<file path="src/pes_pkg.sv">
package pes_pkg;

    localparam int TIME_W = 32;
    localparam int TAG_W  = 16;
    localparam int SLOT_W = 4;

    // at most this many fired results are reported per tick
    localparam int RESULT_CAP = 16;
    localparam int NRES_W     = $clog2(RESULT_CAP + 1);

    localparam logic [1:0] ACT_REGISTER = 2'd0;
    localparam logic [1:0] ACT_ENABLE   = 2'd1;
    localparam logic [1:0] ACT_DISABLE  = 2'd2;
    localparam logic [1:0] ACT_TICK     = 2'd3;

    localparam logic [1:0] ST_OK        = 2'd0;
    localparam logic [1:0] ST_SHORT     = 2'd1;
    localparam logic [1:0] ST_FULL      = 2'd2;
    localparam logic [1:0] ST_NOT_FOUND = 2'd3;

    typedef struct packed {
        logic              enabled;
        logic [TAG_W-1:0]  tag;
        logic [TIME_W-1:0] period;
        logic [TIME_W-1:0] due;
    } entry_t;

    typedef struct packed {
        logic              entry_we;   // tag, period and due
        logic              due_we;     // due only
        logic              en_we;
        logic              en_val;
        logic [TAG_W-1:0]  tag;
        logic [TIME_W-1:0] period;
        logic [TIME_W-1:0] due;
    } tbl_wr_t;

endpackage

</file>
<file path="src/pes_if.sv">
interface pes_req_if;
    logic                       valid;
    logic                       ready;
    logic [1:0]                 action;
    logic [pes_pkg::TAG_W-1:0]  callback_tag;
    logic [pes_pkg::TIME_W-1:0] interval;
    logic [pes_pkg::TIME_W-1:0] time_now;

    modport source (output valid, action, callback_tag, interval, time_now, input ready);
    modport sink   (input valid, action, callback_tag, interval, time_now, output ready);
endinterface

interface pes_rsp_if;
    logic                       valid;
    logic                       ready;
    logic [1:0]                 status;
    logic                       fired;
    logic [pes_pkg::TAG_W-1:0]  fired_tag;
    logic [pes_pkg::SLOT_W-1:0] fired_slot;
    logic                       last;

    modport source (output valid, status, fired, fired_tag, fired_slot, last, input ready);
    modport sink   (input valid, status, fired, fired_tag, fired_slot, last, output ready);
endinterface

interface pes_cfg_if;
    logic                       valid;
    logic                       ready;
    logic [pes_pkg::TIME_W-1:0] time_divisor;

    modport source (output valid, time_divisor, input ready);
    modport sink   (input valid, time_divisor, output ready);
endinterface

</file>
<file path="src/pes_div.sv">
module pes_div (
    input  logic                       clk,
    input  logic                       rst_n,
    input  logic                       start,
    input  logic [pes_pkg::TIME_W-1:0] dividend,
    input  logic [pes_pkg::TIME_W-1:0] divisor,
    output logic                       done,
    output logic [pes_pkg::TIME_W-1:0] quotient
);

    localparam int W   = pes_pkg::TIME_W;
    localparam int CW  = $clog2(W + 1);

    logic [W-1:0]  quo_reg;
    logic [W-1:0]  rem_reg;
    logic [W-1:0]  dsr_reg;
    logic [CW-1:0] cnt_reg;
    logic          busy_reg;
    logic          done_reg;

    logic [W:0]    rem_sh;
    logic [W:0]    diff;

    // restoring divide, one quotient bit per cycle
    assign rem_sh = {rem_reg, quo_reg[W-1]};
    assign diff   = rem_sh - {1'b0, dsr_reg};

    always_ff @(posedge clk or negedge rst_n)
    begin
        if (!rst_n)
        begin
            busy_reg <= 1'b0;
            done_reg <= 1'b0;
            cnt_reg  <= '0;
        end
        else
        begin
            done_reg <= 1'b0;
            if (start)
            begin
                quo_reg  <= dividend;
                rem_reg  <= '0;
                dsr_reg  <= divisor;
                cnt_reg  <= CW'(W);
                busy_reg <= 1'b1;
            end
            else if (busy_reg)
            begin
                if (!diff[W])
                begin
                    rem_reg <= diff[W-1:0];
                    quo_reg <= {quo_reg[W-2:0], 1'b1};
                end
                else
                begin
                    rem_reg <= rem_sh[W-1:0];
                    quo_reg <= {quo_reg[W-2:0], 1'b0};
                end
                cnt_reg <= cnt_reg - 1'b1;
                if (cnt_reg == CW'(1))
                begin
                    busy_reg <= 1'b0;
                    done_reg <= 1'b1;
                end
            end
        end
    end

    assign done     = done_reg;
    assign quotient = quo_reg;

endmodule

</file>
<file path="src/pes_table.sv">
module pes_table #(
    parameter int DEPTH = 16,
    parameter int IDX_W = 4
) (
    input  logic                  clk,
    input  logic                  rst_n,
    input  logic [IDX_W-1:0]      rd_addr,
    output pes_pkg::entry_t       rd_data,
    input  logic [IDX_W-1:0]      wr_addr,
    input  pes_pkg::tbl_wr_t      wr
);

    logic [pes_pkg::TAG_W-1:0]  tag_mem    [DEPTH];
    logic [pes_pkg::TIME_W-1:0] period_mem [DEPTH];
    logic [pes_pkg::TIME_W-1:0] due_mem    [DEPTH];
    logic [DEPTH-1:0]           en_reg;
    logic                       rd_en_reg;
    logic [pes_pkg::TAG_W-1:0]  rd_tag_reg;
    logic [pes_pkg::TIME_W-1:0] rd_period_reg;
    logic [pes_pkg::TIME_W-1:0] rd_due_reg;

    always_ff @(posedge clk)
    begin
        if (wr.entry_we)
        begin
            tag_mem[wr_addr]    <= wr.tag;
            period_mem[wr_addr] <= wr.period;
        end
        if (wr.entry_we || wr.due_we)
        begin
            due_mem[wr_addr] <= wr.due;
        end
        rd_tag_reg    <= tag_mem[rd_addr];
        rd_period_reg <= period_mem[rd_addr];
        rd_due_reg    <= due_mem[rd_addr];
    end

    always_ff @(posedge clk or negedge rst_n)
    begin
        if (!rst_n)
        begin
            en_reg    <= '0;
            rd_en_reg <= 1'b0;
        end
        else
        begin
            if (wr.en_we)
            begin
                en_reg[wr_addr] <= wr.en_val;
            end
            rd_en_reg <= en_reg[rd_addr];
        end
    end

    assign rd_data = {rd_en_reg, rd_tag_reg, rd_period_reg, rd_due_reg};

endmodule

</file>
<file path="src/periodic_event_scheduler.sv">
// Periodic event scheduler: a table of up to TABLE_DEPTH periodic events.
// req carries action, callback_tag, interval and time_now; rsp returns
// status, fired, fired_tag, fired_slot and last. cfg writes time_divisor
// (0 behaves as 1) and is always ready; write it only while idle.
// One item is worked at a time; req.ready is high only between items, but a
// result still waiting on rsp does not keep the next item out.
// Busy time after the input transfer is set by the sequencer walking the
// single table read port (a read step and a check step per entry visited)
// and by the bit-serial divider:
//   register: compare, divide, table write, output load;
//     a rejected register takes compare and output load only
//   enable/disable: read and check of each entry up to the match, or
//     of every entry and a finish step when no tag matches
//   tick: every entry, a finish step, one output load per result transfer
// A tick reports each due entry, up to RESULT_CAP, as one transfer; last
// marks the final one; a tick with nothing due gives one transfer, fired low.
// Results sit in an output register; while rsp.ready is low the walk holds
// at the next result and nothing is dropped.
// Reset empties the table, clears all enable flags and sets the divisor to 1.
module periodic_event_scheduler #(
    parameter int TABLE_DEPTH = 16
) (
    input  logic         clk,
    input  logic         rst_n,
    pes_req_if.sink      req,
    pes_rsp_if.source    rsp,
    pes_cfg_if.sink      cfg
);

    localparam int IDX_W = (TABLE_DEPTH > 1) ? $clog2(TABLE_DEPTH) : 1;
    localparam int CNT_W = $clog2(TABLE_DEPTH + 1);
    localparam int W     = pes_pkg::TIME_W;
    localparam int TW    = pes_pkg::TAG_W;
    localparam int SW    = pes_pkg::SLOT_W;
    localparam int NW    = pes_pkg::NRES_W;

    typedef enum logic [2:0] {
        S_IDLE,
        S_REG_CHK,
        S_DIV,
        S_REG_WR,
        S_RD,
        S_CHK,
        S_FIN,
        S_EMIT
    } state_t;

    state_t             state_reg;
    state_t             ret_reg;
    logic [W-1:0]       divisor_reg;
    logic [CNT_W-1:0]   count_reg;
    logic [CNT_W-1:0]   idx_reg;
    logic [NW-1:0]      nres_reg;

    logic [1:0]         act_reg;
    logic [TW-1:0]      tag_reg;
    logic [W-1:0]       run_reg;
    logic [W-1:0]       now_reg;

    logic               pend_valid_reg;
    logic [TW-1:0]      pend_tag_reg;
    logic [SW-1:0]      pend_slot_reg;

    logic [1:0]         res_status_reg;
    logic               res_fired_reg;
    logic [TW-1:0]      res_tag_reg;
    logic [SW-1:0]      res_slot_reg;
    logic               res_last_reg;

    logic               out_valid_reg;
    logic [1:0]         out_status_reg;
    logic               out_fired_reg;
    logic [TW-1:0]      out_tag_reg;
    logic [SW-1:0]      out_slot_reg;
    logic               out_last_reg;

    logic [W-1:0]       div_eff;
    logic               div_start;
    logic               div_done;
    logic [W-1:0]       quotient;
    logic [W-1:0]       add_b;
    logic [W-1:0]       sum;
    logic               hit;
    logic               match;
    pes_pkg::entry_t    rd;
    pes_pkg::tbl_wr_t   wr;
    logic [IDX_W-1:0]   wr_addr;
    logic               out_free;

    assign div_eff   = (divisor_reg == '0) ? W'(1) : divisor_reg;
    assign div_start = (state_reg == S_REG_CHK) && !(run_reg < div_eff)
                       && (count_reg != CNT_W'(TABLE_DEPTH));

    // one adder serves both the new entry's due time and every reschedule
    assign add_b = (state_reg == S_REG_WR) ? quotient : rd.period;
    assign sum   = now_reg + add_b;
    assign hit   = rd.enabled && (rd.due == now_reg);
    assign match = (rd.tag == tag_reg);

    assign out_free = !out_valid_reg || rsp.ready;

    pes_div u_div (
        .clk      (clk),
        .rst_n    (rst_n),
        .start    (div_start),
        .dividend (run_reg),
        .divisor  (div_eff),
        .done     (div_done),
        .quotient (quotient)
    );

    pes_table #(
        .DEPTH (TABLE_DEPTH),
        .IDX_W (IDX_W)
    ) u_table (
        .clk     (clk),
        .rst_n   (rst_n),
        .rd_addr (idx_reg[IDX_W-1:0]),
        .rd_data (rd),
        .wr_addr (wr_addr),
        .wr      (wr)
    );

    always_comb
    begin
        wr        = '0;
        wr.tag    = tag_reg;
        wr.period = quotient;
        wr.due    = sum;
        wr_addr   = idx_reg[IDX_W-1:0];
        if (state_reg == S_REG_WR)
        begin
            wr.entry_we = 1'b1;
            wr.en_we    = 1'b1;
            wr.en_val   = 1'b0;
            wr_addr     = count_reg[IDX_W-1:0];
        end
        else if (state_reg == S_CHK)
        begin
            if (act_reg == pes_pkg::ACT_TICK)
            begin
                wr.due_we = hit;
            end
            else if (match)
            begin
                wr.en_we  = 1'b1;
                wr.en_val = (act_reg == pes_pkg::ACT_ENABLE);
                wr.due_we = (act_reg == pes_pkg::ACT_ENABLE);
            end
        end
    end

    always_ff @(posedge clk or negedge rst_n)
    begin
        if (!rst_n)
        begin
            state_reg      <= S_IDLE;
            ret_reg        <= S_IDLE;
            divisor_reg    <= W'(1);
            count_reg      <= '0;
            idx_reg        <= '0;
            nres_reg       <= '0;
            pend_valid_reg <= 1'b0;
            out_valid_reg  <= 1'b0;
        end
        else
        begin
            if (cfg.valid)
            begin
                divisor_reg <= cfg.time_divisor;
            end
            if (out_valid_reg && rsp.ready)
            begin
                out_valid_reg <= 1'b0;
            end

            unique case (state_reg)
                S_IDLE:
                begin
                    if (req.valid)
                    begin
                        act_reg        <= req.action;
                        tag_reg        <= req.callback_tag;
                        run_reg        <= req.interval;
                        now_reg        <= req.time_now;
                        idx_reg        <= '0;
                        nres_reg       <= '0;
                        pend_valid_reg <= 1'b0;
                        res_fired_reg  <= 1'b0;
                        res_tag_reg    <= '0;
                        res_slot_reg   <= '0;
                        res_last_reg   <= 1'b1;
                        if (req.action == pes_pkg::ACT_REGISTER)
                        begin
                            state_reg <= S_REG_CHK;
                        end
                        else
                        begin
                            state_reg <= S_RD;
                        end
                    end
                end
                S_REG_CHK:
                begin
                    ret_reg <= S_IDLE;
                    if (run_reg < div_eff)
                    begin
                        res_status_reg <= pes_pkg::ST_SHORT;
                        state_reg      <= S_EMIT;
                    end
                    else if (count_reg == CNT_W'(TABLE_DEPTH))
                    begin
                        res_status_reg <= pes_pkg::ST_FULL;
                        state_reg      <= S_EMIT;
                    end
                    else
                    begin
                        state_reg <= S_DIV;
                    end
                end
                S_DIV:
                begin
                    if (div_done)
                    begin
                        state_reg <= S_REG_WR;
                    end
                end
                S_REG_WR:
                begin
                    res_status_reg <= pes_pkg::ST_OK;
                    res_slot_reg   <= SW'(count_reg);
                    count_reg      <= count_reg + 1'b1;
                    ret_reg        <= S_IDLE;
                    state_reg      <= S_EMIT;
                end
                S_RD:
                begin
                    // read address goes out now, data is checked next cycle
                    if (idx_reg == count_reg)
                    begin
                        state_reg <= S_FIN;
                    end
                    else
                    begin
                        state_reg <= S_CHK;
                    end
                end
                S_CHK:
                begin
                    idx_reg   <= idx_reg + 1'b1;
                    state_reg <= S_RD;
                    if (act_reg == pes_pkg::ACT_TICK)
                    begin
                        if (hit && (nres_reg != NW'(pes_pkg::RESULT_CAP)))
                        begin
                            nres_reg       <= nres_reg + 1'b1;
                            pend_valid_reg <= 1'b1;
                            pend_tag_reg   <= rd.tag;
                            pend_slot_reg  <= SW'(idx_reg);
                            if (pend_valid_reg)
                            begin
                                // earlier hit is not the final one
                                res_status_reg <= pes_pkg::ST_OK;
                                res_fired_reg  <= 1'b1;
                                res_tag_reg    <= pend_tag_reg;
                                res_slot_reg   <= pend_slot_reg;
                                res_last_reg   <= 1'b0;
                                ret_reg        <= S_RD;
                                state_reg      <= S_EMIT;
                            end
                        end
                    end
                    else if (match)
                    begin
                        res_status_reg <= pes_pkg::ST_OK;
                        ret_reg        <= S_IDLE;
                        state_reg      <= S_EMIT;
                    end
                end
                S_FIN:
                begin
                    ret_reg      <= S_IDLE;
                    state_reg    <= S_EMIT;
                    res_last_reg <= 1'b1;
                    if (act_reg == pes_pkg::ACT_TICK)
                    begin
                        res_status_reg <= pes_pkg::ST_OK;
                        res_fired_reg  <= pend_valid_reg;
                        res_tag_reg    <= pend_valid_reg ? pend_tag_reg : '0;
                        res_slot_reg   <= pend_valid_reg ? pend_slot_reg : '0;
                    end
                    else
                    begin
                        res_status_reg <= pes_pkg::ST_NOT_FOUND;
                        res_fired_reg  <= 1'b0;
                        res_tag_reg    <= '0;
                        res_slot_reg   <= '0;
                    end
                end
                S_EMIT:
                begin
                    if (out_free)
                    begin
                        out_valid_reg  <= 1'b1;
                        out_status_reg <= res_status_reg;
                        out_fired_reg  <= res_fired_reg;
                        out_tag_reg    <= res_tag_reg;
                        out_slot_reg   <= res_slot_reg;
                        out_last_reg   <= res_last_reg;
                        state_reg      <= ret_reg;
                    end
                end
            endcase
        end
    end

    assign req.ready      = (state_reg == S_IDLE);
    assign cfg.ready      = 1'b1;
    assign rsp.valid      = out_valid_reg;
    assign rsp.status     = out_status_reg;
    assign rsp.fired      = out_fired_reg;
    assign rsp.fired_tag  = out_tag_reg;
    assign rsp.fired_slot = out_slot_reg;
    assign rsp.last       = out_last_reg;

    a_count_bound: assert property (@(posedge clk) disable iff (!rst_n)
        count_reg <= CNT_W'(TABLE_DEPTH))
        else $error("entry count beyond table depth");

    a_fired_ok: assert property (@(posedge clk) disable iff (!rst_n)
        rsp.valid && rsp.fired |-> rsp.status == pes_pkg::ST_OK)
        else $error("fired result with non-ok status");

    a_busy_after_accept: assert property (@(posedge clk) disable iff (!rst_n)
        req.valid && req.ready |=> !req.ready)
        else $error("ready held after transfer");

    a_div_done_state: assert property (@(posedge clk) disable iff (!rst_n)
        div_done |-> state_reg == S_DIV)
        else $error("divider finished outside divide phase");

endmodule
</file>
<file path="src/flat_wrapper.sv">
// flat-port wrapper written by rule: the top's interface ports become plain ports
module periodic_event_scheduler_flat 
#(
    parameter int TABLE_DEPTH = 16
)
  (clk, rst_n, req_valid, req_action, req_callback_tag, req_interval, req_time_now, req_ready, rsp_valid, rsp_status, rsp_fired, rsp_fired_tag, rsp_fired_slot, rsp_last, rsp_ready, cfg_valid, cfg_time_divisor, cfg_ready);
  pes_req_if req_i ();
  pes_rsp_if rsp_i ();
  pes_cfg_if cfg_i ();
  input  logic clk;
  input  logic rst_n;
  input wire logic [$bits(req_i.valid)-1:0] req_valid;
  input wire logic [$bits(req_i.action)-1:0] req_action;
  input wire logic [$bits(req_i.callback_tag)-1:0] req_callback_tag;
  input wire logic [$bits(req_i.interval)-1:0] req_interval;
  input wire logic [$bits(req_i.time_now)-1:0] req_time_now;
  output wire logic [$bits(req_i.ready)-1:0] req_ready;
  output wire logic [$bits(rsp_i.valid)-1:0] rsp_valid;
  output wire logic [$bits(rsp_i.status)-1:0] rsp_status;
  output wire logic [$bits(rsp_i.fired)-1:0] rsp_fired;
  output wire logic [$bits(rsp_i.fired_tag)-1:0] rsp_fired_tag;
  output wire logic [$bits(rsp_i.fired_slot)-1:0] rsp_fired_slot;
  output wire logic [$bits(rsp_i.last)-1:0] rsp_last;
  input wire logic [$bits(rsp_i.ready)-1:0] rsp_ready;
  input wire logic [$bits(cfg_i.valid)-1:0] cfg_valid;
  input wire logic [$bits(cfg_i.time_divisor)-1:0] cfg_time_divisor;
  output wire logic [$bits(cfg_i.ready)-1:0] cfg_ready;
  assign req_i.valid = req_valid;
  assign req_i.action = req_action;
  assign req_i.callback_tag = req_callback_tag;
  assign req_i.interval = req_interval;
  assign req_i.time_now = req_time_now;
  assign req_ready = req_i.ready;
  assign rsp_valid = rsp_i.valid;
  assign rsp_status = rsp_i.status;
  assign rsp_fired = rsp_i.fired;
  assign rsp_fired_tag = rsp_i.fired_tag;
  assign rsp_fired_slot = rsp_i.fired_slot;
  assign rsp_last = rsp_i.last;
  assign rsp_i.ready = rsp_ready;
  assign cfg_i.valid = cfg_valid;
  assign cfg_i.time_divisor = cfg_time_divisor;
  assign cfg_ready = cfg_i.ready;
  periodic_event_scheduler #(.TABLE_DEPTH(TABLE_DEPTH)) u_core (.clk(clk), .rst_n(rst_n), .req(req_i), .rsp(rsp_i), .cfg(cfg_i));
endmodule
</file>
<file path="config.mk">
export PLATFORM = sky130hd
export DESIGN_NAME = periodic_event_scheduler_flat
export DESIGN_NICKNAME = d
export VERILOG_FILES = /design/src/pes_pkg.sv /design/src/pes_if.sv /design/src/pes_div.sv /design/src/pes_table.sv /design/src/periodic_event_scheduler.sv /design/src/flat_wrapper.sv
export SDC_FILE = /design/constraint.sdc
export NUM_CORES = 2
export LEC_CHECK = 0
export BUFFER_PORTS_ARGS = -buffer_cell sky130_fd_sc_hd__buf_2
export CAP_MARGIN = 20
export CORE_ASPECT_RATIO = 1.4
export CORE_MARGIN = 1.5
export CORE_UTILIZATION = 40
export CTS_CLUSTER_DIAMETER = 40
export DETAILED_ROUTE_END_ITERATION = 7
export GPL_ROUTABILITY_DRIVEN = 0
export SLEW_MARGIN = 10
export SYNTH_ARGS = -nofsm -noshare
export SYNTH_HDL_FRONTEND = slang
export SYNTH_HIERARCHICAL = 1
export SYNTH_SLANG_ARGS = --single-unit
</file>
<file path="constraint.sdc">
create_clock -name clk -period 7.3 [get_ports clk]
set_input_delay 0.73 -clock clk [delete_from_list [all_inputs] [get_ports clk]]
set_output_delay 0.73 -clock clk [all_outputs]
set_load 0.05 [all_outputs]
</file>
==> results.md <==
* VDD IR max at 0.000517 V
* Hold_ws at 0.0792 ns
* Grt total ovfl at 0
* DRC at 0
* Final hold vios at 0
* Minimum clock period at 5.21 ns
* Hold depth at 1
* Clock Skews at 0.0505 ns
* Layout area overhead at 15.5%
* CTS tree: done
* Setup WS pre-CTS at 2.18 ns
* Comb power frac at 0.277
* P_int at 22.7 mW
* Num ports at 146
* Final Worst Setup Slack at 2.09 ns
* Worst min path class: in2reg
* Initial antenna violation count at 11
* Core area at 167000 sq um
* Sw frac at 0.317
* Max-cap viol count at 0
* Syn Inst Count at 3708
* Fin Setup TNS at 0 ns
* Site Rows at 177
* Mean Syn Cell Area at 18.1 sq um
* Lkg Pwr at 26.2 nW
* Setup violators final at 0
* Cells after DPL at 5965
* CP Class: reg2reg
* Pin count of the biggest net entering global routing at 150
* Area leader, netlist: edfxtp_1
* Clock share of power at 0.300
* WP data arrival at 5.66 ns
* DRT iter0 DRCs at 3153
* Port Buf Inserts at 144
* Initial Util at 0.404
* Post-Syn Area at 67200 sq um
* First-pass GRT wire length at 244 mm
* Synth top area share at 0.682
* Worst skew pair latency at 0.84 ns
* Reg clk slew, reported paths at 0.06 ns
* Post-Layout Cell Count at 6346
* Cell count of the worst reg-to-reg path at 15
* Pins Over Slew Limit at 0
* Final Cycle Share at 0.714
* Synth top cells by count: edfxtp_1 (1526), nand2_1 (326), mux4_2 (324)
* Die area at 171000 sq um
* Post-synth ARST share at 0.0463
* Peak Freq at 0.192 GHz
* Top flop regs: u_core/u_table/due_mem x512, u_core/u_table/period_mem x512, u_core/u_table/tag_mem x256
* Flop pwr share at 0.422
* Root buffer cell: clkbuf_16
* Setup crit start kind: flip-flop
* Gr usage total at 0.197
* Power per cell area at 429 nW/um^2
* 1st-pass router iterations at 6
* Post-synth top flop: edfxtp_1
* Routed via count at 35100
* Die span in y at 488 um
* Drt wl/cell at 26.3 um
* Register bit total from synthesis at 1684
* Die X at 349 um
* Setup crit end kind: flip-flop
* RSZ-0062 raised after global routing: false
* CTS Buf Count at 194
* Htree depth at 4
* Required time worst endpoint at 7.75 ns
* Number of distinct library cells after synthesis at 88
* Net Sw Power at 10.6 mW
* R2R setup slack at 2.09 ns
* Resize count post-CTS at 0
* CTS sink cnt at 1684
* Rel. slew slack at 0.210
* Number of global-route vias before repair at 36000
* Total of warnings raised by yosys at 6
* Crit-path max FO at 50
* Status: finished, final reports clean
* Final ANT Viol Nets at 0
* Worst-Margin Slew at 1.18 ns
* Count leader, synth: edfxtp_1
* Syn nets at 3930
* Detailed placer's ending HPWL at 95.0 mm
* Vias per cell at 5.53
* Main area contributors after synthesis: edfxtp_1 (68%), mux4_2 (11%), dfrtp_1 (2.9%), dfxtp_1 (2.4%), ha_1 (1.9%)
* Sequential share of the synthesized area at 0.734
* Final WL at 167 mm
* Maximum clock path buffer count at 3
* Post-synth EDFFs at 1526
* Fraction of layout cells with a size suffix above 1 at 0.243
* Fin nets at 4160
-- power groups by stage --
stage / logic (mW) / registers, mW / clock network, mW
after global placement: 8.94 / 14.3 / 0
after CTS: 9.13 / 14.1 / 10.2
final: 9.23 / 14.1 / 10.0
after detailed placement: 9.11 / 14.3 / 0
after floorplan: 6.70 / 13.9 / 0
after global routing: 10.0 / 14.2 / 10.5
-- placed cells by master, fill, tap and decap left out, types with 27 or more instances in the layout --
cell type	n
edfxtp_1	1526
nand2_1	325
mux4_2	324
clkbuf_16	196
a22oi_1	162
buf_2	144
ha_1	101
inv_1	94
buf_4	87
nor2_1	85
o21ai_0	81
dfxtp_1	80
a21oi_1	79
dfrtp_1	74
xor2_1	68
nand3_1	52
xnor2_1	48
mux2_2	34
a21o_1	27
-- final cells by class --
type / instances / area, sq um
clock inverter: 133 / 1630
fill: 14100 / 88900
inverter: 97 / 364
timing repair buffer: 238 / 1490
clock buffer: 232 / 5150
tap: 2237 / 2800
multi-input combinational: 1723 / 16800
sequential: 1684 / 49400
antenna: 2 / 5.00
-- kinds of logic (layout without fill, tap and decap cells) --
| group | Yosys count | in the layout | synth area share |
|---|---|---|---|
| mux | 391 | 391 | 0.120 |
| fa+ha+maj | 104 | 104 | 0.0195 |
| flops | 1684 | 1684 | 0.734 |
| buf+inv | 301 | 700 | 0.0198 |
| other cells | 1 | 3 | 0.0000558 |
| simple gates | 640 | 640 | 0.0431 |
| xor+xnor | 117 | 117 | 0.0152 |
| compound gates | 470 | 470 | 0.0481 |
-- path summary, 6_finish.rpt --
check / start / to
setup / recovery: u_core/state_reg[0] / u_core/u_table/due_mem[13][24]
hold / removal: req_time_now[22] / u_core/now_reg[22]
setup reg to reg: u_core/state_reg[0] / u_core/u_table/due_mem[13][24]
hold reg to reg: u_core/res_tag_reg[13] / u_core/rsp.fired_tag[13]
max in group asynchronous: rst_n / u_core/idx_reg[1]
min in group asynchronous: rst_n / u_core/u_div/cnt_reg[3]
-- per-layer routing --
layer,part of all wire,wire length (um),vias to the layer above,GRT usage
li1,-,-,15200,-
met1,0.41,68200,18300,0.263
met2,0.50,82800,1261,0.328
met3,0.066,11000,268,0.0324
met4,0.027,4550,8,0.0633
met5,0.00034,57,-,0
-- critical path: stages (launching register included) --
cell and delay, ns:
dfrtp_1 0.66, nor2b_1 0.25, nand2_2 0.31, inv_2 0.25, buf_4 0.49, nand2_1 0.11, nand2_1 0.09, ha_1 0.26
and4_2 0.25, o2111ai_1 0.13, o22ai_2 0.33, a311oi_4 0.19, o21ai_0 0.31, a21o_1 0.16, a21oi_1 0.07, xnor2_1 0.92
-- through the flow --
step / utilization / power (mW) / instance area [sq um]
5_1_grt: 0.466 / 34.8 / 77600
6_report: 0.466 / 33.3 / 77600
4_1_cts: 0.465 / 33.4 / 77500
3_5_place_dp: 0.425 / 23.4 / 70700
2_1_floorplan: - / 20.6 / 67200
3_3_place_gp: 0.424 / 23.2 / 70700
-- timing repair --
action | CTS | global route
setup buffers | 0 | 0
hold endpoints to repair | 21 | 0
hold buffers | 1 | 0
No activity file was read; power rests on OpenSTA's default activity.
